**config.mk**
```make
export PLATFORM = sky130hd
export DESIGN_NAME = gradient_line_rasterizer_core
export DESIGN_NICKNAME = d
export VERILOG_FILES = /design/src/sv/gblr_pkg.sv /design/src/sv/gradient_line_rasterizer_core.sv
export SDC_FILE = /design/constraint.sdc
export NUM_CORES = 1
export LEC_CHECK = 0
export BUFFER_PORTS_ARGS = -buffer_cell sky130_fd_sc_hd__buf_2
export CAP_MARGIN = 30
export CORE_UTILIZATION = 65
export CTS_BUF_LIST = sky130_fd_sc_hd__clkbuf_8
export DETAILED_ROUTE_END_ITERATION = 10
export PLACE_DENSITY_LB_ADDON = 0.3
export SETUP_SLACK_MARGIN = 0.05
export SKIP_CTS_REPAIR_TIMING = 1
export SLEW_MARGIN = 20
export SYNTH_ARGS = -nofsm -noshare
export SYNTH_HDL_FRONTEND = slang
export SYNTH_SLANG_ARGS = --single-unit
```
**constraint.sdc**
```tcl
create_clock -name i_clk -period 17.7 [get_ports i_clk]
set_input_delay 0 -clock i_clk [delete_from_list [all_inputs] [get_ports i_clk]]
set_output_delay 0 -clock i_clk [all_outputs]
set_load 0.02 [all_outputs]
```
**src/sv/gblr_pkg.sv**
```systemverilog
package gblr_pkg;

    localparam int COORD_BITS = 6;
    localparam int DEPTH_BITS = 16;
    localparam int COLOR_BITS = 8;
    localparam int DIST_BITS  = 2 * COORD_BITS + 1;
    localparam int QUOT_BITS  = 16;
    localparam int V8_BITS    = 8;

    typedef enum logic [2:0] {
        S_IDLE,
        S_SETUP,
        S_DIST,
        S_DIV,
        S_SQRT,
        S_BLEND,
        S_OUT
    } t_state;

    typedef enum logic [1:0] {
        CH_DEPTH,
        CH_RED,
        CH_GREEN,
        CH_BLUE
    } t_chan;

endpackage

```
**src/sv/gradient_line_rasterizer_core.sv**
```systemverilog
// Channel | Direction | Handshake                  | Word
// line    | in        | i_in_valid / o_in_ready    | endpoints, depths, colors
// pixel   | out       | o_out_valid / i_out_ready  | x, y, depth, rgb, last flag
//
// Each pixel passes through the squared distance, the restoring divider, the square
// root, the one shared blend multiplier (one channel at a time) and the output
// register, where it waits out any output stall. A line first passes a setup
// state; a zero-length line returns from setup to idle and emits no pixels.
// Reset is synchronous and active low; no line is accepted until all its
// pixels are taken. An output stall holds the whole sequencer.
module gradient_line_rasterizer_core (
    input  logic        i_clk,
    input  logic        i_rst_n,
    input  logic        i_in_valid,
    output logic        o_in_ready,
    input  logic [5:0]  i_start_x,
    input  logic [5:0]  i_start_y,
    input  logic [5:0]  i_end_x,
    input  logic [5:0]  i_end_y,
    input  logic [15:0] i_start_depth,
    input  logic [15:0] i_end_depth,
    input  logic [7:0]  i_start_red,
    input  logic [7:0]  i_start_green,
    input  logic [7:0]  i_start_blue,
    input  logic [7:0]  i_end_red,
    input  logic [7:0]  i_end_green,
    input  logic [7:0]  i_end_blue,
    output logic        o_out_valid,
    input  logic        i_out_ready,
    output logic [5:0]  o_pixel_x,
    output logic [5:0]  o_pixel_y,
    output logic [15:0] o_pixel_depth,
    output logic [7:0]  o_pixel_red,
    output logic [7:0]  o_pixel_green,
    output logic [7:0]  o_pixel_blue,
    output logic        o_last_pixel
);

    localparam int CB = gblr_pkg::COORD_BITS;
    localparam int DB = gblr_pkg::DIST_BITS;
    localparam int QB = gblr_pkg::QUOT_BITS;

    gblr_pkg::t_state r_state, n_state;

    logic [CB-1:0] r_sx, r_sy, r_x, r_y, n_x, n_y;
    logic [15:0]   r_sd, r_ed;
    logic [7:0]    r_sr, r_sg, r_sb, r_er, r_eg, r_eb;
    logic [CB-1:0] r_adx, r_ady, r_steps, n_steps;
    logic          r_xmaj, r_negx, r_negy;
    logic signed [8:0] r_err, n_err;
    logic [DB-1:0] r_dt2, n_dt2, r_rem, n_rem;
    logic [QB-1:0] r_q, n_q, r_sv, n_sv, r_sr2, n_sr2, r_sbit, n_sbit;
    logic [3:0]    r_cnt, n_cnt;
    logic [7:0]    r_v8, n_v8;
    gblr_pkg::t_chan r_ch, n_ch;
    logic [15:0]   r_pd, n_pd;
    logic [7:0]    r_pr, r_pg, r_pb, n_pr, n_pg, n_pb;

    logic signed [CB:0] a_dx, a_dy, p_dx, p_dy;
    logic [CB-1:0] a_adx, a_ady, a_major, a_minor, p_ax, p_ay, major, minor;
    logic          a_xmaj;
    logic [DB:0]   div_t;
    logic [QB:0]   sq_t;
    logic [15:0]   bl_a, bl_b, bl_res;
    logic signed [16:0] bl_diff;
    logic signed [26:0] bl_sum;
    logic          in_acc, out_acc;

    assign in_acc  = i_in_valid && o_in_ready;
    assign out_acc = o_out_valid && i_out_ready;

    assign a_dx   = $signed({1'b0, i_end_x}) - $signed({1'b0, i_start_x});
    assign a_dy   = $signed({1'b0, i_end_y}) - $signed({1'b0, i_start_y});
    assign a_adx  = a_dx[CB] ? CB'(-a_dx) : a_dx[CB-1:0];
    assign a_ady  = a_dy[CB] ? CB'(-a_dy) : a_dy[CB-1:0];
    assign a_xmaj = a_ady < a_adx;
    assign a_major = a_xmaj ? a_adx : a_ady;
    assign a_minor = a_xmaj ? a_ady : a_adx;

    assign major = r_xmaj ? r_adx : r_ady;
    assign minor = r_xmaj ? r_ady : r_adx;

    assign p_dx = $signed({1'b0, r_x}) - $signed({1'b0, r_sx});
    assign p_dy = $signed({1'b0, r_y}) - $signed({1'b0, r_sy});
    assign p_ax = p_dx[CB] ? CB'(-p_dx) : p_dx[CB-1:0];
    assign p_ay = p_dy[CB] ? CB'(-p_dy) : p_dy[CB-1:0];

    assign div_t = {r_rem, 1'b0};
    assign sq_t  = {1'b0, r_sr2} + {1'b0, r_sbit};

    always_comb begin
        unique case (r_ch)
            gblr_pkg::CH_DEPTH: begin bl_a = r_sd;         bl_b = r_ed;         end
            gblr_pkg::CH_RED:   begin bl_a = {8'd0, r_sr}; bl_b = {8'd0, r_er}; end
            gblr_pkg::CH_GREEN: begin bl_a = {8'd0, r_sg}; bl_b = {8'd0, r_eg}; end
            gblr_pkg::CH_BLUE:  begin bl_a = {8'd0, r_sb}; bl_b = {8'd0, r_eb}; end
            default:            begin bl_a = r_sd;         bl_b = r_ed;         end
        endcase
    end

    assign bl_diff = $signed({1'b0, bl_b}) - $signed({1'b0, bl_a});
    assign bl_sum  = $signed({3'b000, bl_a, 8'd0})
                   + 27'(bl_diff * $signed({1'b0, r_v8}))
                   + 27'sd128;
    assign bl_res  = bl_sum[23:8];

    // next state
    always_comb begin
        n_state = r_state;
        unique case (r_state)
            gblr_pkg::S_IDLE:  if (in_acc) n_state = gblr_pkg::S_SETUP;
            gblr_pkg::S_SETUP: n_state = (r_steps == '0) ? gblr_pkg::S_IDLE
                                                         : gblr_pkg::S_DIST;
            gblr_pkg::S_DIST:  n_state = gblr_pkg::S_DIV;
            gblr_pkg::S_DIV:   if (r_cnt == '0) n_state = gblr_pkg::S_SQRT;
            gblr_pkg::S_SQRT:  if (r_sbit[0]) n_state = gblr_pkg::S_BLEND;
            gblr_pkg::S_BLEND: if (r_ch == gblr_pkg::CH_BLUE) n_state = gblr_pkg::S_OUT;
            gblr_pkg::S_OUT: begin
                if (out_acc) begin
                    n_state = (r_steps == CB'(1)) ? gblr_pkg::S_IDLE : gblr_pkg::S_DIST;
                end
            end
            default: n_state = gblr_pkg::S_IDLE;
        endcase
    end

    // datapath
    always_comb begin
        n_x = r_x; n_y = r_y; n_err = r_err; n_steps = r_steps;
        n_dt2 = r_dt2; n_rem = r_rem; n_q = r_q; n_cnt = r_cnt;
        n_sv = r_sv; n_sr2 = r_sr2; n_sbit = r_sbit; n_v8 = r_v8;
        n_ch = r_ch; n_pd = r_pd; n_pr = r_pr; n_pg = r_pg; n_pb = r_pb;
        unique case (r_state)
            gblr_pkg::S_IDLE: begin
                if (in_acc) begin
                    n_x     = i_start_x;
                    n_y     = i_start_y;
                    n_steps = a_major;
                    n_err   = $signed({2'b00, a_minor, 1'b0}) - $signed({3'b000, a_major});
                end
            end
            gblr_pkg::S_SETUP: begin
                n_dt2 = DB'({6'd0, r_adx} * {6'd0, r_adx}) + DB'({6'd0, r_ady} * {6'd0, r_ady});
            end
            gblr_pkg::S_DIST: begin
                n_rem = DB'({6'd0, p_ax} * {6'd0, p_ax}) + DB'({6'd0, p_ay} * {6'd0, p_ay});
                n_q   = '0;
                n_cnt = 4'(QB - 1);
            end
            gblr_pkg::S_DIV: begin
                if (div_t >= {1'b0, r_dt2}) begin
                    n_rem = DB'(div_t - {1'b0, r_dt2});
                    n_q   = {r_q[QB-2:0], 1'b1};
                end else begin
                    n_rem = div_t[DB-1:0];
                    n_q   = {r_q[QB-2:0], 1'b0};
                end
                n_cnt = r_cnt - 4'd1;
                n_sv   = n_q;
                n_sr2  = '0;
                n_sbit = 16'h4000;
            end
            gblr_pkg::S_SQRT: begin
                if ({1'b0, r_sv} >= sq_t) begin
                    n_sv  = QB'({1'b0, r_sv} - sq_t);
                    n_sr2 = (r_sr2 >> 1) + r_sbit;
                end else begin
                    n_sr2 = r_sr2 >> 1;
                end
                n_sbit = r_sbit >> 2;
                n_v8   = n_sr2[7:0];
                n_ch   = gblr_pkg::CH_DEPTH;
            end
            gblr_pkg::S_BLEND: begin
                unique case (r_ch)
                    gblr_pkg::CH_DEPTH: n_pd = bl_res;
                    gblr_pkg::CH_RED:   n_pr = bl_res[7:0];
                    gblr_pkg::CH_GREEN: n_pg = bl_res[7:0];
                    gblr_pkg::CH_BLUE:  n_pb = bl_res[7:0];
                    default:            n_pd = bl_res;
                endcase
                n_ch = gblr_pkg::t_chan'(r_ch + 2'd1);
            end
            gblr_pkg::S_OUT: begin
                if (out_acc) begin
                    if (r_err > 0) begin
                        if (r_xmaj) n_y = r_negy ? r_y - 1'b1 : r_y + 1'b1;
                        else        n_x = r_negx ? r_x - 1'b1 : r_x + 1'b1;
                        n_err = r_err + $signed({2'b00, minor, 1'b0})
                                      - $signed({2'b00, major, 1'b0});
                    end else begin
                        n_err = r_err + $signed({2'b00, minor, 1'b0});
                    end
                    if (r_xmaj) n_x = r_negx ? r_x - 1'b1 : r_x + 1'b1;
                    else        n_y = r_negy ? r_y - 1'b1 : r_y + 1'b1;
                    n_steps = r_steps - 1'b1;
                end
            end
            default: ;
        endcase
    end

    always_ff @(posedge i_clk) begin
        if (!i_rst_n) begin
            r_state <= gblr_pkg::S_IDLE;
            r_steps <= '0;
            r_cnt   <= '0;
            r_ch    <= gblr_pkg::CH_DEPTH;
        end else begin
            r_state <= n_state;
            r_steps <= n_steps;
            r_cnt   <= n_cnt;
            r_ch    <= n_ch;
        end
    end

    always_ff @(posedge i_clk) begin
        if (in_acc) begin
            r_sx <= i_start_x;  r_sy <= i_start_y;
            r_sd <= i_start_depth; r_ed <= i_end_depth;
            r_sr <= i_start_red;   r_sg <= i_start_green; r_sb <= i_start_blue;
            r_er <= i_end_red;     r_eg <= i_end_green;   r_eb <= i_end_blue;
            r_adx  <= a_adx;
            r_ady  <= a_ady;
            r_xmaj <= a_xmaj;
            r_negx <= a_dx[CB];
            r_negy <= a_dy[CB];
        end
        r_x <= n_x; r_y <= n_y; r_err <= n_err;
        r_dt2 <= n_dt2; r_rem <= n_rem; r_q <= n_q;
        r_sv <= n_sv; r_sr2 <= n_sr2; r_sbit <= n_sbit; r_v8 <= n_v8;
        r_pd <= n_pd; r_pr <= n_pr; r_pg <= n_pg; r_pb <= n_pb;
    end

    assign o_in_ready    = (r_state == gblr_pkg::S_IDLE);
    assign o_out_valid   = (r_state == gblr_pkg::S_OUT);
    assign o_pixel_x     = r_x;
    assign o_pixel_y     = r_y;
    assign o_pixel_depth = r_pd;
    assign o_pixel_red   = r_pr;
    assign o_pixel_green = r_pg;
    assign o_pixel_blue  = r_pb;
    assign o_last_pixel  = (r_steps == CB'(1));

`ifndef SYNTHESIS
    a_busy_excl: assert property (@(posedge i_clk) disable iff (!i_rst_n)
        o_in_ready |-> !o_out_valid) else $error("ready while pixel pending");
    a_last_idle: assert property (@(posedge i_clk) disable iff (!i_rst_n)
        out_acc && o_last_pixel |=> o_in_ready) else $error("no idle after last pixel");
    a_steps_nz: assert property (@(posedge i_clk) disable iff (!i_rst_n)
        o_out_valid |-> r_steps != '0) else $error("pixel with no steps left");
`endif

endmodule
```
# Word-level counts from Yosys, hierarchy flattened
# Cells that the tools add are included.
# totals
regBits,280
memories,0
mem_bits_rw,0
latch_bits,0
romBits,0
in_bits,108
# classes
n_eq_ne,18
mux,48
shift,0
order_cmp,4
bitwise_logic,0
div_mod_pow,0
add_sub_neg,27
reduce_logical,19
multipliers,5
# op_table
op,n
$pmux W16 S4,2
$mux W6,20
$pmux W16 S2,3
$mul A6 B6 Y12,4
$pmux W6 S2,3
$mux W16,2
$pmux W15 S2,1
$sub A6 B6 Y7,4
$mux W9,3
$add A12 B12 Y13,2
$pmux W13 S2,1
$add A24 B24 Y24,1
$add A24 B9 Y24 const B,1
$mul A17 B9 Y24,1
$neg A6 Y6,4
$pmux W3 S7,1
$pmux W9 S2,1
$sub A6 B1 Y6 const B,3
$add A16 B16 Y17,1
$ge A16 B17 Y1,1
$sub A16 B16 Y17,1
$add A15 B16 Y16,1
$sub A16 B16 Y16,1
$mux W3,5
35 further kinds,54

# Logic depth before layout (Yosys ltp)
# Gate-level depths: netlist of run 1.
# depth
ltp_word,8
depth_mapped,36
ltp_nobuf,34

# Worst setup path after synthesis of run 1
# Ideal clock, no wire load.
# synth_timing
path_kind,register to register
startpoint,register r_ch[0]
endpoint,"register r_pd[15], in the netlist o_pixel_depth[15] (data pin)"
stages_incl_launch_ff,35
slack_ns,9.510
required_time_ns,17.442
synth_period_minus_slack_ns,8.190
n_path_buf,2
t_arrival_ns,7.933
cell_sequence,dfxtp_1 -> inv_1 -> ha_1 -> clkbuf_1 -> inv_2 -> clkbuf_1 -> o21ai_0 -> ha_1 -> fa_1 -> nor2b_1 -> o31a_1 -> o211ai_1 -> a21boi_0 -> o21a_1 -> o221a_2 -> a21oi_1 -> xnor2_1 -> and2_1 -> fa_1 -> fa_1 -> inv_1 -> fa_1 -> fa_1 -> inv_1 -> fa_1 -> ha_1 -> and3_1 -> a221oi_1 -> nand2_1 -> a31o_2 -> a31oi_1 -> o2bb2ai_1 -> o2111ai_1 -> xnor2_1 -> xnor2_1
# synth_via
elab_chain_len,6
# synth_lines
element,line_no,source
"start, declared",gradient_line_rasterizer_core.sv:55,"gblr_pkg::t_chan r_ch, n_ch;"
"start signal, assigned",gradient_line_rasterizer_core.sv:208,r_ch <= gblr_pkg::CH_DEPTH;
"start signal, assigned",gradient_line_rasterizer_core.sv:213,r_ch <= n_ch;
$eq A2 B2 Y1 (tied with other cells),gradient_line_rasterizer_core.sv:92,unique case (r_ch)
$pmux W16 S4,gradient_line_rasterizer_core.sv:92,
$sub A16 B16 Y17,gradient_line_rasterizer_core.sv:101,"assign bl_diff = $signed({1'b0, bl_b}) - $signed({1'b0, bl_a});"
$mul A17 B9 Y24,gradient_line_rasterizer_core.sv:103,"+ 27'(bl_diff * $signed({1'b0, r_v8}))"
$add A24 B24 Y24 (*),gradient_line_rasterizer_core.sv:103,
$add A24 B9 Y24 (*),gradient_line_rasterizer_core.sv:104,+ 27'sd128;
named net bl_sum[23],gradient_line_rasterizer_core.sv:66,logic signed [26:0] bl_sum;
"end signal, assigned",gradient_line_rasterizer_core.sv:232,r_pd <= n_pd; r_pr <= n_pr; r_pg <= n_pg; r_pb <= n_pb;
"end, declared",gradient_line_rasterizer_core.sv:56,"logic [15:0] r_pd, n_pd;"
# Mark *: on every way through the listed nets, which the timed path passes. The rest lies on a longest branch.
# A chain may end at the register's enable or synchronous reset.

# Worst setup path after layout of run 1
# Ends and elaborated chain as after synthesis.

==> results.json, run 1 <==
{
  "synth-edff-count": 257,
  "ant_nets": 0,
  "grt_max_degree": 76,
  "groute.usage.overall_pct": 29.9,
  "period_minus_slack_ps": 9730,
  "place_hpwl_um": 41300,
  "portBuffers": 162,
  "hold_end": "r_ady[1]",
  "required_ps": 18060,
  "r2r_start": "r_ch[0]",
  "max_cap_violations": 0,
  "layout_commonest_cell": "inv_1",
  "clock_sinks": 272,
  "syn_area_sq_um": 23500,
  "nFillCells": 2335,
  "hold_start": "i_end_y[1]",
  "fin_worst_skew_ps": 46.4,
  "crit_arrival_ps": 10090,
  "die_h_um": 192,
  "multi_input_area_sq_um": 14000,
  "synthArstFlopShare_pct": 0,
  "synth_nets": 2786,
  "gr-total-overflow": 0,
  "final_hold_viol_count": 0,
  "synth-warning-count": 0,
  "root_buffer": "clkbuf_8",
  "startpoint_type": "flop",
  "synth.avg_cell_area_sq_um": 10.4,
  "r2r-end": "o_pixel_depth[15]",
  "cts_tree": "built",
  "tns_ps": 0,
  "io_pins": 163,
  "hold_path.class": "input pin to flop",
  "rsz0062_at_grt": "false",
  "synth_cell_types": 76,
  "fmax_mhz": 103,
  "cp_slowest_cell": "fa_1",
  "syn_inst": 2259,
  "post-route-drc-count": 1,
  "dieArea_sq_um": 36900,
  "synth_seq_cells": 272,
  "regArea_sq_um": 8020,
  "use_met3_pct": 4.60,
  "reg2reg_depth": 32,
  "gp_congestion": 0.907,
  "routed_via_density": 5.88,
  "drive_above_1_share_pct": 11.6,
  "initial_core_util_pct": 66.1,
  "path_class": "flop to flop",
  "antenna_found_initial": 1,
  "critical_path.top_delay_family": "adder cells",
  "finalMaxSlewViolations": 0,
  "die_w_um": 192,
  "core_area_sq_um": 35600,
  "wirelength_um": 57500,
  "grt_pass1_wl_um": 86700,
  "ys_seq_area_share_pct": 34.1,
  "met1_usage_pct": 35.4,
  "slew_headroom_pct": 33.0,
  "hold_path_depth": 4,
  "cts_made_buffers": 47,
  "vias": 17800,
  "firstDrtPassIters": 11,
  "placement_rows": 69,
  "drt-wirelength-per-cell_um": 19.0,
  "layout_common_cells": "inv_1 (353), edfxtp_1 (257), ha_1 (221)",
  "outcome": "finished, violations left",
  "drtIter0Drc": 1380,
  "grt_pass1_vias": 17900,
  "worstMarginPinSlew_ps": 1000,
  "worstSetupEndpointType": "flop",
  "violations": "DRC",
  "htreeDepth": 2,
  "crit_buf_inv": 4,
  "synth_ff_type": "edfxtp_1",
  "rrSetupSlack_ps": 7970,
  "path_clk_slew_ps": 60,
  "cts_max_path_buffers": 3,
  "min_period_over_period_pct": 55.0,
  "syn2layout_area_growth_pct": 13.7,
  "clk_latency_ps": 650,
  "met2_usage_pct": 54.2,
  "setup_viol_count_final": 0,
  "top_usage_layer": "met2",
  "crit_path_max_fanout": 27,
  "cp_common_cell": "fa_1",
  "max_stage_delay_ps": 550,
  "num-nets-final": 3054
}
## routing by layer
layer  wire length (um)  share of wire [%]  vias to the layer above
met1              21700                 38                     8619
met3               4010                7.0                      194
met4               2640                4.6                        0
li1                   -                  -                     8194
met5                  0                  0                        -
met2              29200                 51                      790
## metrics by stage
step	hold WS, ps	cells	instance area, sq um	util (%)	worst slack (ps)
2_1_floorplan	98.9	2259	23500	-	9510
3_3_place_gp	177	2839	24700	69.5	8350
3_5_place_dp	178	2841	24800	69.6	8060
4_1_cts	-499	2928	25700	72.3	8020
5_1_grt	47.5	3027	26700	75.1	7420
6_report	42.1	3027	26700	75.1	7970
## flip-flops by register name, summed over array words and instances, names as in the netlist, 8 cells and up
signal and cells:
r_sb 8, o_pixel_depth 16, r_ed 16, r_err 9, r_eb 8, o_pixel_blue 8, r_sd 16, r_v8 8
r_q 15, r_sbit 8, r_dt2 13, r_sr2 16, r_rem 13, r_sg 8, r_er 8, o_pixel_green 8
r_eg 8, o_pixel_red 8, r_sv 16, r_sr 8
## cell usage after synthesis (all sizes together), types with 3 or more instances
master / n / area, sq um
inv: 348 / 1310
edfxtp: 257 / 7720
ha: 221 / 2770
fa: 198 / 3960
nand2: 198 / 751
and2: 110 / 688
nor2: 103 / 387
xnor2: 101 / 885
a21oi: 96 / 488
o21ai: 95 / 483
xor2: 50 / 438
clkbuf: 47 / 176
nor2b: 39 / 244
a21o: 36 / 270
and3: 30 / 188
mux2i: 26 / 260
nand3: 26 / 130
nand2b: 22 / 138
o21bai: 21 / 158
a31oi: 20 / 140
nor3: 20 / 100
mux2: 18 / 203
dfxtp: 15 / 300
o21a: 15 / 113
or3: 15 / 93.8
a222oi: 11 / 110
nand4: 11 / 68.8
o31ai: 9 / 67.6
a211oi: 8 / 65.1
a21boi: 7 / 52.6
a31o: 7 / 61.3
or2: 7 / 43.8
a22oi: 6 / 45.0
o221a: 6 / 67.6
o41ai: 6 / 67.6
buf: 4 / 43.8
nor4: 4 / 31.3
or4: 4 / 30.0
a221oi: 3 / 26.3
nor3b: 3 / 22.5
o21ba: 3 / 30.0
o221ai: 3 / 26.3
o22ai: 3 / 18.8
## worst max path at each step
stage	from	end	slack, ps	cells after the start
2_1_floorplan	r_ch[0]	o_pixel_depth[15]	9510	34
3_3_place_gp	r_ch[0]	o_pixel_depth[15]	8350	32
3_5_place_dp	r_ch[0]	o_pixel_depth[15]	8060	32
4_1_cts	r_ch[0]	o_pixel_depth[15]	8020	32
5_1_grt	r_ch[0]	o_pixel_depth[15]	7420	32
6_report	r_ch[0]	o_pixel_depth[15]	7970	32
## layout make-up
type                    count  share of cell area (%)
multi-input cells        1586                    52.3
clock buffers              56                    2.89
repair buffers            270                    7.00
inverters                 350                    4.92
well taps                 461                    2.16
flip-flops and latches    272                    30.0
clock inverters            31                   0.740
diodes                      1                 0.00937
## logic make-up after synthesis
group           synth area share [%]
compound gates                  10.4
fa+ha+maj                       28.6
buf+inv                         6.53
xor+xnor                        5.63
mux                             1.97
simple gates                    12.7
flops                           34.1
## worst reg2reg max path: cells and delay by family (launching register included)
family	cells	cell delay, ps
AOI/OAI and AO/OA	11	2610
muxes	1	410
DFF	1	410
adders and majority gates	9	3850
xor gates and xnor gates	3	810
and+or+nand+nor	4	690
buffers and inverters	4	660
Power of run 1 is left out: the tool's default activity adds up to more than one toggle a clock period on the data nets, which glitch-free logic cannot reach.
==> inputs of run 2 (changes only) <==
--- a/config.mk
+++ b/config.mk
@@ -7,7 +7,7 @@
 export LEC_CHECK = 0
 export BUFFER_PORTS_ARGS = -buffer_cell sky130_fd_sc_hd__buf_2
 export CAP_MARGIN = 30
-export CORE_UTILIZATION = 65
+export CORE_UTILIZATION = 58
 export CTS_BUF_LIST = sky130_fd_sc_hd__clkbuf_8
 export DETAILED_ROUTE_END_ITERATION = 10
 export PLACE_DENSITY_LB_ADDON = 0.3
==> constraint.sdc (replaced) <==
create_clock -name i_clk -period 8.1 [get_ports i_clk]
set_input_delay 0 -clock i_clk [delete_from_list [all_inputs] [get_ports i_clk]]
set_output_delay 0 -clock i_clk [all_outputs]
set_load 0.02 [all_outputs]
==> results.json, run 2 (same netlist as run 1, synthesis figures left out) <==
{
  "drive_above_1_share_pct": 16.1,
  "layout_commonest_cell": "inv_1",
  "vias": 17700,
  "worstSetupEndpointType": "flop",
  "ant_nets": 0,
  "final_hold_viol_count": 0,
  "fmax_mhz": 125,
  "die_w_um": 203,
  "cp_slowest_cell": "fa_1",
  "syn2layout_area_growth_pct": 18.8,
  "outcome": "completed",
  "cts_tree": "built",
  "met1Wirelength_um": 23700,
  "drtIter0Drc": 1092,
  "grt_max_degree": 81,
  "worstMarginPinSlew_ps": 968,
  "max_cap_violations": 0,
  "highest_layer": "met4",
  "num-nets-final": 3144,
  "routed_via_density": 5.56,
  "startpoint_type": "flop",
  "cts_made_buffers": 48,
  "clock_sinks": 272,
  "path_clk_slew_ps": 70,
  "required_ps": 8480,
  "period_minus_slack_ps": 7990,
  "groute.usage.overall_pct": 27.7,
  "root_buffer": "clkbuf_8",
  "initial_core_util_pct": 59.0,
  "die_h_um": 203,
  "met2_length_um": 29000,
  "rsz0062_at_grt": "true",
  "io_pins": 163,
  "dieArea_sq_um": 41300,
  "core_area_sq_um": 39800,
  "wl_met3_um": 3090,
  "timing.hold.ws_ps": 22.1,
  "post-route-drc-count": 0,
  "slew_headroom_pct": 35.4,
  "drt-wirelength-per-cell_um": 18.2,
  "path_class": "flop to flop",
  "finalMaxSlewViolations": 0,
  "crit_path_max_fanout": 5,
  "placement_rows": 73,
  "clk_latency_ps": 640,
  "portBuffers": 162,
  "wirelength_um": 57700,
  "hold_path.class": "input pin to flop",
  "layout_common_cells": "inv_1 (351), edfxtp_1 (257), ha_1 (213)",
  "max_stage_delay_ps": 520,
  "cp_common_cell": "fa_1",
  "gp_congestion": 0.957,
  "cts_max_path_buffers": 3,
  "crit_arrival_ps": 8370,
  "firstDrtPassIters": 6,
  "grt_pass1_wl_um": 89800,
  "min_period_over_period_pct": 98.6,
  "setup_viol_count_final": 0,
  "htreeDepth": 2,
  "fin_worst_skew_ps": 31.1,
  "gr-total-overflow": 0,
  "antenna_found_initial": 1,
  "tns_ps": 0,
  "grt_pass1_vias": 17900,
  "place_hpwl_um": 43300,
  "utilization_pct": 70.1
}
run 2: stage by stage:
stage               std cells  setup slack (ps)  instance area, sq um
finish                   3179               113                 27900
global route             3179              -190                 27900
CTS                      3064              -288                 26500
detailed placement       2978              -250                 25400
global placement         2976             -9.16                 25400
floorplan                2259              61.4                 23500
run 2: area by class of cell:
type | instances | area [sq um]
Sequential cell | 272 | 8020
Timing Repair Buffer | 359 | 2620
Clock buffer | 49 | 674
Antenna cell | 1 | 2.50
Tap cell | 525 | 657
Fill cell | 2905 | 11900
Clock inverter | 37 | 352
Multi-Input combinational cell | 1586 | 14300
Inverter | 350 | 1320
run 2: final timing paths:
check / start / end / slack (ps) / cells past startpoint
worst min-delay path: i_end_y[1] / r_ady[1] / 20 / 4
worst min register to register: r_cnt[1] / r_cnt[1] / 530 / 1
worst max register to register: r_ch[0] / o_pixel_depth[15] / 110 / 35
worst max-delay path: r_ch[0] / o_pixel_depth[15] / 110 / 35
run 2: per-layer routing:
metal	global-route usage (%)	vias to the layer above
met2	48.6	553
met4	10.2	0
met3	4.28	115
li1	-	8370
met5	0	-
met1	34.4	8631
run 2: critical path: cells and delay by family (launching register included):
family | cells | cell delay (ps)
AND/OR/NAND/NOR | 5 | 540
AO/OA/AOI/OAI | 13 | 2740
XOR/XNOR | 3 | 400
buffers and inverters | 5 | 420
adder cells (fa/ha/maj) | 9 | 3270
flip-flops | 1 | 390
Power of run 2 is left out for the same reason.
